==> config.mk <==
export PLATFORM = sky130hd
export DESIGN_NAME = frame_time_window_statistics
export DESIGN_NICKNAME = d
export VERILOG_FILES = /design/src/fts_pkg.sv /design/src/frame_time_window_statistics.sv /design/src/fts_dp.sv /design/src/fts_ctrl.sv
export SDC_FILE = /design/constraint.sdc
export NUM_CORES = 2
export LEC_CHECK = 0
export BUFFER_PORTS_ARGS = -buffer_cell sky130_fd_sc_hd__buf_2
export CELL_PAD_IN_SITES_DETAIL_PLACEMENT = 1
export CELL_PAD_IN_SITES_GLOBAL_PLACEMENT = 1
export CORE_ASPECT_RATIO = 1.25
export CORE_MARGIN = 4
export CORE_UTILIZATION = 48
export DETAILED_ROUTE_END_ITERATION = 8
export PLACE_DENSITY = 0.8
export SETUP_SLACK_MARGIN = 0.1
export SKIP_CTS_REPAIR_TIMING = 1
export SYNTH_ARGS = -nofsm -noshare
export SYNTH_HDL_FRONTEND = slang
export SYNTH_HIERARCHICAL = 1
export SYNTH_SLANG_ARGS = --single-unit
==> constraint.sdc <==
create_clock -name clock -period 8.74 [get_ports clock]
set_input_delay 1.748 -clock clock [delete_from_list [all_inputs] [get_ports clock]]
set_output_delay 1.748 -clock clock [all_outputs]
set_load 0.05 [all_outputs]
==> src/fts_pkg.sv <==
// Shared types and constants for the frame-time window statistics block.
// Used by fts_ctrl, fts_dp and frame_time_window_statistics; no dependencies.
package fts_pkg;

   localparam int WINDOW = 64;
   localparam int TIME_W = 24;
   localparam int RATE_W = 28;
   localparam int COUNT_W = 32;
   localparam int SLOT_W = $clog2(WINDOW);
   localparam int FILL_W = $clog2(WINDOW + 1);
   localparam int SUM_W = TIME_W + $clog2(WINDOW);

   // Shared divider: the dividend must hold both the window sum and the rate numerator.
   localparam int DIV_W = (SUM_W > RATE_W) ? SUM_W : RATE_W;
   localparam int CNT_W = $clog2(DIV_W);
   localparam logic [DIV_W-1:0] RATE_NUMERATOR = DIV_W'(256000000);

   localparam int RSP_FIELDS_W = 3 * TIME_W + RATE_W + COUNT_W;
   localparam int RSP_W = ((RSP_FIELDS_W + 7) / 8) * 8;
   localparam int RSP_PAD_W = RSP_W - RSP_FIELDS_W;

   // Operation carried in the request tuser bit.
   typedef enum logic {
      OP_RECORD = 1'b0,
      OP_CLEAR  = 1'b1
   } fts_op_type;

   typedef enum logic [2:0] {
      ST_IDLE,
      ST_READ,
      ST_UPDATE,
      ST_DIV_AVG,
      ST_AVG,
      ST_DIV_RATE,
      ST_RATE,
      ST_EMIT
   } fts_state_type;

   typedef struct packed {
      logic clear;
      logic capture;
      logic rd;
      logic update;
      logic div_step;
      logic take_avg;
      logic take_rate;
      logic load_out;
   } fts_cmd_type;

   typedef struct packed {
      logic div_last;
      logic avg_zero;
   } fts_sts_type;

endpackage

==> src/frame_time_window_statistics.sv <==
// A record transfer walks through a ring read, the window update and two serial
// divisions; the rate division is skipped when the mean is zero, and a clear goes
// straight to the result register. One record is taken at a time, through the shared
// bit-serial divider; a finished result waits in its own register while the next is taken.
// Reset is synchronous, active high: statistics return to their cleared values and
// no result is pending. Ring contents are not cleared; entries are read only once written.
module frame_time_window_statistics (
   input  logic                       clock,
   input  logic                       reset,
   input  logic                       req_tvalid,
   output logic                       req_tready,
   input  logic [fts_pkg::TIME_W-1:0] req_tdata,  // frame_time_us
   input  logic                       req_tuser,  // cmd: 0 record a frame, 1 clear
   output logic                       rsp_tvalid,
   input  logic                       rsp_tready,
   // avg_frame_us, fps_q8, min_frame_us, max_frame_us, frames_seen, zero pad
   output logic [fts_pkg::RSP_W-1:0]  rsp_tdata
);
   import fts_pkg::*;

   // The controller and datapath talk only through these command and status groups.
   fts_cmd_type cmd;
   fts_sts_type sts;

   // The controller owns the handshakes and the result-valid flag; each record
   // walks through a ring read, the window update, the mean division and, when
   // the mean is nonzero, the rate division.
   fts_ctrl u_ctrl (
      .clock      (clock),
      .reset      (reset),
      .req_tvalid (req_tvalid),
      .req_tready (req_tready),
      .req_tuser  (req_tuser),
      .rsp_tvalid (rsp_tvalid),
      .rsp_tready (rsp_tready),
      .cmd        (cmd),
      .sts        (sts)
   );

   // The datapath holds the sample ring, the running statistics and the
   // result register that carries the payload of each result transfer.
   fts_dp u_dp (
      .clock    (clock),
      .reset    (reset),
      .cmd      (cmd),
      .sts      (sts),
      .req_time (req_tdata),
      .rsp_data (rsp_tdata)
   );

endmodule

==> src/fts_dp.sv <==
// Datapath of the frame-time window statistics block: sample ring, running
// statistics, a shared bit-serial divider and the result register. Depends on fts_pkg.
module fts_dp (
   input  logic                       clock,
   input  logic                       reset,
   input  fts_pkg::fts_cmd_type       cmd,
   output fts_pkg::fts_sts_type       sts,
   input  logic [fts_pkg::TIME_W-1:0] req_time,
   output logic [fts_pkg::RSP_W-1:0]  rsp_data
);
   import fts_pkg::*;

   logic [TIME_W-1:0]  ring_mem [WINDOW];
   logic [TIME_W-1:0]  rd_data_ff;
   logic [TIME_W-1:0]  item_time_ff;
   logic [SLOT_W-1:0]  slot_ff, slot_in;
   logic [FILL_W-1:0]  fill_ff, fill_in;
   logic [SUM_W-1:0]   sum_ff, sum_in;
   logic [TIME_W-1:0]  least_ff, greatest_ff;
   logic [RATE_W-1:0]  rate_ff;
   logic [COUNT_W-1:0] total_ff;
   logic [TIME_W-1:0]  avg_ff;
   logic               full;

   logic [DIV_W-1:0]   num_ff, quo_ff;
   logic [TIME_W-1:0]  divisor_ff, rem_ff;
   logic [CNT_W-1:0]   cnt_ff;
   logic [TIME_W:0]    rem_shift;
   logic [TIME_W+1:0]  diff;
   logic               fits;

   logic [RSP_W-1:0]   rsp_data_ff;

   // Window update: the oldest sample leaves the sum once the window is full.
   always_comb begin
      full    = (fill_ff == FILL_W'(WINDOW));
      sum_in  = sum_ff - (full ? SUM_W'(rd_data_ff) : '0) + SUM_W'(item_time_ff);
      fill_in = full ? fill_ff : fill_ff + FILL_W'(1);
      slot_in = (slot_ff == SLOT_W'(WINDOW - 1)) ? '0 : slot_ff + SLOT_W'(1);
   end

   always_ff @(posedge clock) begin
      if (cmd.update) begin
         ring_mem[slot_ff] <= item_time_ff;
      end
      if (cmd.rd) begin
         rd_data_ff <= ring_mem[slot_ff];
      end
      if (cmd.capture) begin
         item_time_ff <= req_time;
      end
   end

   always_ff @(posedge clock) begin
      if (reset || cmd.clear) begin
         slot_ff     <= '0;
         fill_ff     <= '0;
         sum_ff      <= '0;
         least_ff    <= '1;
         greatest_ff <= '0;
         total_ff    <= '0;
      end else if (cmd.update) begin
         slot_ff  <= slot_in;
         fill_ff  <= fill_in;
         sum_ff   <= sum_in;
         total_ff <= total_ff + COUNT_W'(1);
         if (item_time_ff < least_ff) begin
            least_ff <= item_time_ff;
         end
         if (item_time_ff > greatest_ff) begin
            greatest_ff <= item_time_ff;
         end
      end
   end

   always_ff @(posedge clock) begin
      if (reset || cmd.clear) begin
         avg_ff  <= '0;
         rate_ff <= '0;
      end else begin
         if (cmd.take_avg) begin
            avg_ff <= quo_ff[TIME_W-1:0];
         end
         if (cmd.take_rate) begin
            rate_ff <= quo_ff[RATE_W-1:0];
         end
      end
   end

   // Restoring divider, one quotient bit per cycle. The remainder stays below
   // the divisor, so it fits in the divisor's width between steps.
   always_comb begin
      rem_shift = {rem_ff, num_ff[DIV_W-1]};
      diff      = {1'b0, rem_shift} - {2'b00, divisor_ff};
      fits      = !diff[TIME_W+1];
   end

   always_ff @(posedge clock) begin
      if (cmd.update) begin
         num_ff     <= DIV_W'(sum_in);
         divisor_ff <= TIME_W'(fill_in);
         rem_ff     <= '0;
         cnt_ff     <= '0;
      end else if (cmd.take_avg) begin
         num_ff     <= RATE_NUMERATOR;
         divisor_ff <= quo_ff[TIME_W-1:0];
         rem_ff     <= '0;
         cnt_ff     <= '0;
      end else if (cmd.div_step) begin
         num_ff <= {num_ff[DIV_W-2:0], 1'b0};
         quo_ff <= {quo_ff[DIV_W-2:0], fits};
         rem_ff <= fits ? diff[TIME_W-1:0] : rem_shift[TIME_W-1:0];
         cnt_ff <= cnt_ff + CNT_W'(1);
      end
   end

   always_ff @(posedge clock) begin
      if (cmd.load_out) begin
         rsp_data_ff <= {{RSP_PAD_W{1'b0}}, total_ff, greatest_ff, least_ff, rate_ff, avg_ff};
      end
   end

   assign sts.div_last = (cnt_ff == CNT_W'(DIV_W - 1));
   assign sts.avg_zero = (quo_ff[TIME_W-1:0] == '0);
   assign rsp_data     = rsp_data_ff;

`ifndef NO_ASSERTIONS
   a_fill_bound: assert property (@(posedge clock) disable iff (reset)
      fill_ff <= FILL_W'(WINDOW))
      else $error("fill level exceeds window depth");
   a_empty_sum: assert property (@(posedge clock) disable iff (reset)
      (fill_ff == '0) |-> (sum_ff == '0))
      else $error("empty window carries a nonzero sum");
`endif

endmodule

==> src/fts_ctrl.sv <==
// Controller of the frame-time window statistics block: sequences ring access,
// both divisions and the result register. Depends on fts_pkg.
module fts_ctrl (
   input  logic                 clock,
   input  logic                 reset,
   input  logic                 req_tvalid,
   output logic                 req_tready,
   input  logic                 req_tuser,
   output logic                 rsp_tvalid,
   input  logic                 rsp_tready,
   output fts_pkg::fts_cmd_type cmd,
   input  fts_pkg::fts_sts_type sts
);
   import fts_pkg::*;

   fts_state_type state_ff, state_in;
   logic          rsp_valid_ff;
   logic          accept;
   logic          out_free;

   assign accept   = req_tvalid && req_tready;
   assign out_free = !rsp_valid_ff || rsp_tready;

   always_comb begin
      state_in = state_ff;
      unique case (state_ff)
         ST_IDLE:     if (accept) state_in = (req_tuser == OP_CLEAR) ? ST_EMIT : ST_READ;
         ST_READ:     state_in = ST_UPDATE;
         ST_UPDATE:   state_in = ST_DIV_AVG;
         ST_DIV_AVG:  if (sts.div_last) state_in = ST_AVG;
         ST_AVG:      state_in = sts.avg_zero ? ST_EMIT : ST_DIV_RATE;
         ST_DIV_RATE: if (sts.div_last) state_in = ST_RATE;
         ST_RATE:     state_in = ST_EMIT;
         ST_EMIT:     if (out_free) state_in = ST_IDLE;
         default:     state_in = ST_IDLE;
      endcase
   end

   // The ready output is high throughout idle, so a valid request there is a transfer.
   always_comb begin
      cmd        = '0;
      req_tready = 1'b0;
      unique case (state_ff)
         ST_IDLE: begin
            req_tready  = 1'b1;
            cmd.clear   = req_tvalid && (req_tuser == OP_CLEAR);
            cmd.capture = req_tvalid && (req_tuser == OP_RECORD);
         end
         ST_READ:     cmd.rd = 1'b1;
         ST_UPDATE:   cmd.update = 1'b1;
         ST_DIV_AVG:  cmd.div_step = 1'b1;
         ST_AVG:      cmd.take_avg = 1'b1;
         ST_DIV_RATE: cmd.div_step = 1'b1;
         ST_RATE:     cmd.take_rate = 1'b1;
         ST_EMIT:     cmd.load_out = out_free;
         default:     cmd = '0;
      endcase
   end

   always_ff @(posedge clock) begin
      if (reset) begin
         state_ff     <= ST_IDLE;
         rsp_valid_ff <= 1'b0;
      end else begin
         state_ff <= state_in;
         if (cmd.load_out) begin
            rsp_valid_ff <= 1'b1;
         end else if (rsp_tready) begin
            rsp_valid_ff <= 1'b0;
         end
      end
   end

   assign rsp_tvalid = rsp_valid_ff;

`ifndef NO_ASSERTIONS
   a_load_free: assert property (@(posedge clock) disable iff (reset)
      cmd.load_out |-> (!rsp_valid_ff || rsp_tready))
      else $error("result register overwritten while still held");
   a_clear_result: assert property (@(posedge clock) disable iff (reset)
      (accept && (req_tuser == OP_CLEAR)) |-> ##2 rsp_tvalid)
      else $error("clear transfer did not produce a result");
   a_record_read: assert property (@(posedge clock) disable iff (reset)
      (accept && (req_tuser == OP_RECORD)) |=> (state_ff == ST_READ))
      else $error("record transfer did not start a ring read");
`endif

endmodule
==> results.json <==
{
  "whs_path_depth": 0,
  "startpoint_type": "flop",
  "p_int_w": 0.0176,
  "drtPass1Iterations": 8,
  "grt_pass1_vias": 53100,
  "cts_tree": "built",
  "p_leak_nw": 29.7,
  "clock-sinks": 2006,
  "wire_per_inst_um": 35.5,
  "grt_max_degree": 103,
  "clock-skew-final_ns": 0.0579,
  "p_sw_share_pct": 31.0,
  "pre_cts_ws_ns": 3.82,
  "grt_pass1_wl_um": 389000,
  "hold_end": "u_dp/rsp_data[28]$_DFFE_PP_",
  "synth_simple_gate_area_share_pct": 5.36,
  "wl_um": 275000,
  "insertion_delay_ns": 0.86,
  "synth_top_family_by_area": "compound AO/OA/AOI/OAI gates",
  "max-slew-margin-rel_pct": -15.2,
  "cp_max_fo": 43,
  "p_per_area_nw_per_um2": 285,
  "crit-reg2reg-launch": "u_dp/slot_ff[0]$_SDFFE_PP0P_",
  "hold_start": "u_dp/rate_ff[4]$_SDFFE_PP0P_",
  "max-clock-path-buffers": 3,
  "nFillCells": 15400,
  "multi_input_area_um2": 19700,
  "htree_num_levels": 4,
  "setup_ws_ns": 3.50,
  "period_minus_slack_ns": 5.24,
  "fp.dieW_um": 372,
  "tns_ns": 0,
  "p_switching_w": 0.00793,
  "async_reset_ff_share_pct": 0,
  "rsz0062_at_grt": "false",
  "synth_cell_types": 89,
  "vias": 51500,
  "antenna_found_initial": 28,
  "r2r_end": "u_dp/rd_data_ff[4]$_DFFE_PP_",
  "syn-cell-area_um2": 79400,
  "yosys_warnings": 6,
  "final-hold-violation-count": 0,
  "antenna_left": 0,
  "numCtsBuffers": 189,
  "maxSlewViolCount": 13,
  "initial_core_util_pct": 48.4,
  "dieArea_um2": 172000,
  "yosysSeqAreaShare_pct": 73.0,
  "die_h_um": 463,
  "route.detailed.drc": 0,
  "drt_iter0_drc": 7786,
  "synth_edf_count": 1781,
  "violations": "max-capacitance violations, max-slew violations",
  "overflow": 0,
  "min_period_over_period_pct": 59.9,
  "combPwrFrac_pct": 22.7,
  "synth.area.mux_share_pct": 6.16,
  "fp.coreArea_um2": 164000,
  "fin_nets": 5542,
  "max_freq_mhz": 191,
  "required_ns": 9.40,
  "synth_ff_type": "edfxtp_1",
  "place.gp.congestion": 0.985,
  "grt_usage_pct": 31.7,
  "worstSetupPathType": "reg2reg",
  "yosys.area_share.adder_pct": 2.32,
  "setup_violations": 0,
  "synth_compound_area_share_pct": 9.62,
  "drive_above_1_share_pct": 16.8,
  "finalPower_w": 0.0256,
  "p_seq_share_pct": 44.8,
  "portBuffers": 162,
  "ioPinCount": 167,
  "syn_avg_cell_area_um2": 15.6,
  "rows": 166,
  "hp-class": "reg2reg",
  "vdd_drop_max_v": 0.000218,
  "crit_path_end_kind": "flop",
  "critPathArrivalTime_ns": 5.90,
  "tightest_slew_ns": 1.73,
  "rr_worst_depth": 9,
  "cap_violations": 1,
  "status": "finished, violations left",
  "seq_area_um2": 58000,
  "hpwl_um": 167000,
  "synthXorXnorAreaFrac_pct": 0.888,
  "syn_to_final_growth_pct": 13.0,
  "cts.reportedPaths.clkPinSlew_ns": 0.07,
  "r2r_setup_slack_ns": 3.50,
  "viasPerCell": 6.65,
  "ys_ff_latch": 2006,
  "clkPwrFrac_pct": 32.5,
  "clock-root-buffer": "clkbuf_16",
  "syn_inst": 5101
}
-- sequential cells by signal, indices dropped and copies added (netlist names), 7 cells and up --
name               count
u_dp/fill_ff           7
u_dp/rem_ff           24
u_dp/least_ff         24
u_dp/total_ff         32
u_dp/num_ff           30
u_dp/item_time_ff     24
u_dp/avg_ff           24
u_dp/sum_ff           30
u_dp/ring_mem       1536
u_dp/quo_ff           28
u_dp/rsp_data        132
u_dp/rate_ff          28
u_dp/greatest_ff      24
u_dp/rd_data_ff       24
u_dp/divisor_ff       24
-- Yosys cell counts (13+ instances only) --
cell      instances  area share (%)
xnor2_1          42            0.46
a21oi_1         287             1.8
edfxtp_1       1781              67
and2_1           39            0.31
or3_1            15            0.12
mux4_2           85             2.4
o211ai_1         13            0.12
a211oi_1         22            0.21
mux2i_1         211             2.7
clkbuf_1        126            0.60
nand2b_1         53            0.42
o22ai_1          34            0.27
mux2_2           76             1.1
inv_1           197            0.93
nor3_1           25            0.16
nand3_1          45            0.28
a221oi_1        160             1.8
fa_1             25            0.63
nand4_1          37            0.29
a21o_1           42            0.40
a41oi_1          23            0.25
ha_1            107             1.7
a22oi_1         244             2.3
nor2_1          355             1.7
a22o_1           43            0.47
o21ai_0         109            0.69
xor2_1           36            0.40
buf_1            23            0.11
nand2_1         270             1.3
and3_1           22            0.17
buf_4            28            0.26
dfxtp_1         225             5.7
a31oi_1          33            0.26
nor4_1           17            0.13
buf_2            89            0.56
-- through the flow --
step	instance area, um2	util, %	hold slack (ns)	instances
2_1_floorplan	79400	-	0.408	5104
3_3_place_gp	83500	50.9	0.417	7371
3_5_place_dp	83500	50.9	0.417	7371
4_1_cts	89600	54.6	0.444	7720
5_1_grt	89700	54.7	0.455	7723
6_report	89700	54.7	0.440	7739
-- routing by layer --
layer | GRT usage, % | up-vias | part of all wire (%)
met1 | 36.7 | 25900 | 33
met5 | 0 | - | 0.036
met2 | 48.7 | 4069 | 46
met4 | 23.5 | 14 | 8.9
met3 | 10.8 | 1134 | 12
li1 | - | 20400 | -
-- layout by cell type (no fill, tap or decap), types with 85 or more instances in the layout --
cell / instances
nand2_1: 270
inv_1: 195
o21ai_0: 108
dfxtp_1: 222
edfxtp_1: 1781
buf_4: 196
mux4_2: 85
buf_2: 162
ha_1: 107
a21oi_1: 285
nor2_1: 281
a22oi_1: 244
mux2i_1: 210
clkbuf_16: 191
a221oi_1: 159
-- worst max path at each step --
stage | start | end | slack [ns] | depth (start not counted)
finish | u_dp/slot_ff[0]$_SDFFE_PP0P_ | u_dp/rd_data_ff[4]$_DFFE_PP_ | 3.50 | 9
global route | u_dp/fill_ff[0]$_SDFFE_PP0P_ | u_dp/num_ff[15]$_DFFE_PP_ | 3.45 | 17
CTS | u_dp/slot_ff[0]$_SDFFE_PP0P_ | u_dp/rd_data_ff[21]$_DFFE_PP_ | 3.78 | 12
detailed placement | u_dp/fill_ff[0]$_SDFFE_PP0P_ | u_dp/num_ff[15]$_DFFE_PP_ | 3.82 | 17
global placement | u_dp/fill_ff[0]$_SDFFE_PP0P_ | u_dp/num_ff[15]$_DFFE_PP_ | 3.82 | 17
floorplan | rsp_tready | u_dp/rsp_data[0]$_DFFE_PP_ | 0.42 | 2
-- kinds of logic (layout without fill, tap and decap cells) --
group                    Yosys count  after routing
flip-flops                      2006           2006
multiplexers                     373            373
other                              1             20
XOR/XNOR                          79             79
AND/OR/NAND/NOR                  930            930
buffers and inverters            479            914
AO/OA/AOI/OAI                   1101           1101
adder cells (fa/ha/maj)          132            132
-- area by class of cell --
type                            count  share of cell area [%]
Antenna cell                       16                  0.0446
Clock buffer                      234                    5.60
Clock inverter                    115                    1.24
Inverter                          201                   0.842
Multi-Input combinational cell   2619                    21.9
Sequential cell                  2006                    64.6
Tap cell                         2184                    3.05
Timing Repair Buffer              364                    2.67
-- power by group through the flow --
stage                     registers (W)  logic [W]  clock network [W]
after floorplan                  0.0116    0.00362                  0
after global placement           0.0116    0.00535                  0
after detailed placement         0.0116    0.00557                  0
after CTS                        0.0114    0.00566            0.00836
after global routing             0.0115    0.00617            0.00880
final                            0.0115    0.00581            0.00831
-- worst max-delay path, cell delays in order, from the launching register on --
cell and delay [ns]:
dfxtp_4 0.71, buf_4 0.66, buf_4 0.74, nand2_2 0.30, nor2_4 0.15, buf_4 0.38, a22oi_1 0.21, a41oi_1 1.08
o21ai_0 0.45, nand4_1 0.29
Note: power is estimated with default switching activity, not from simulation.
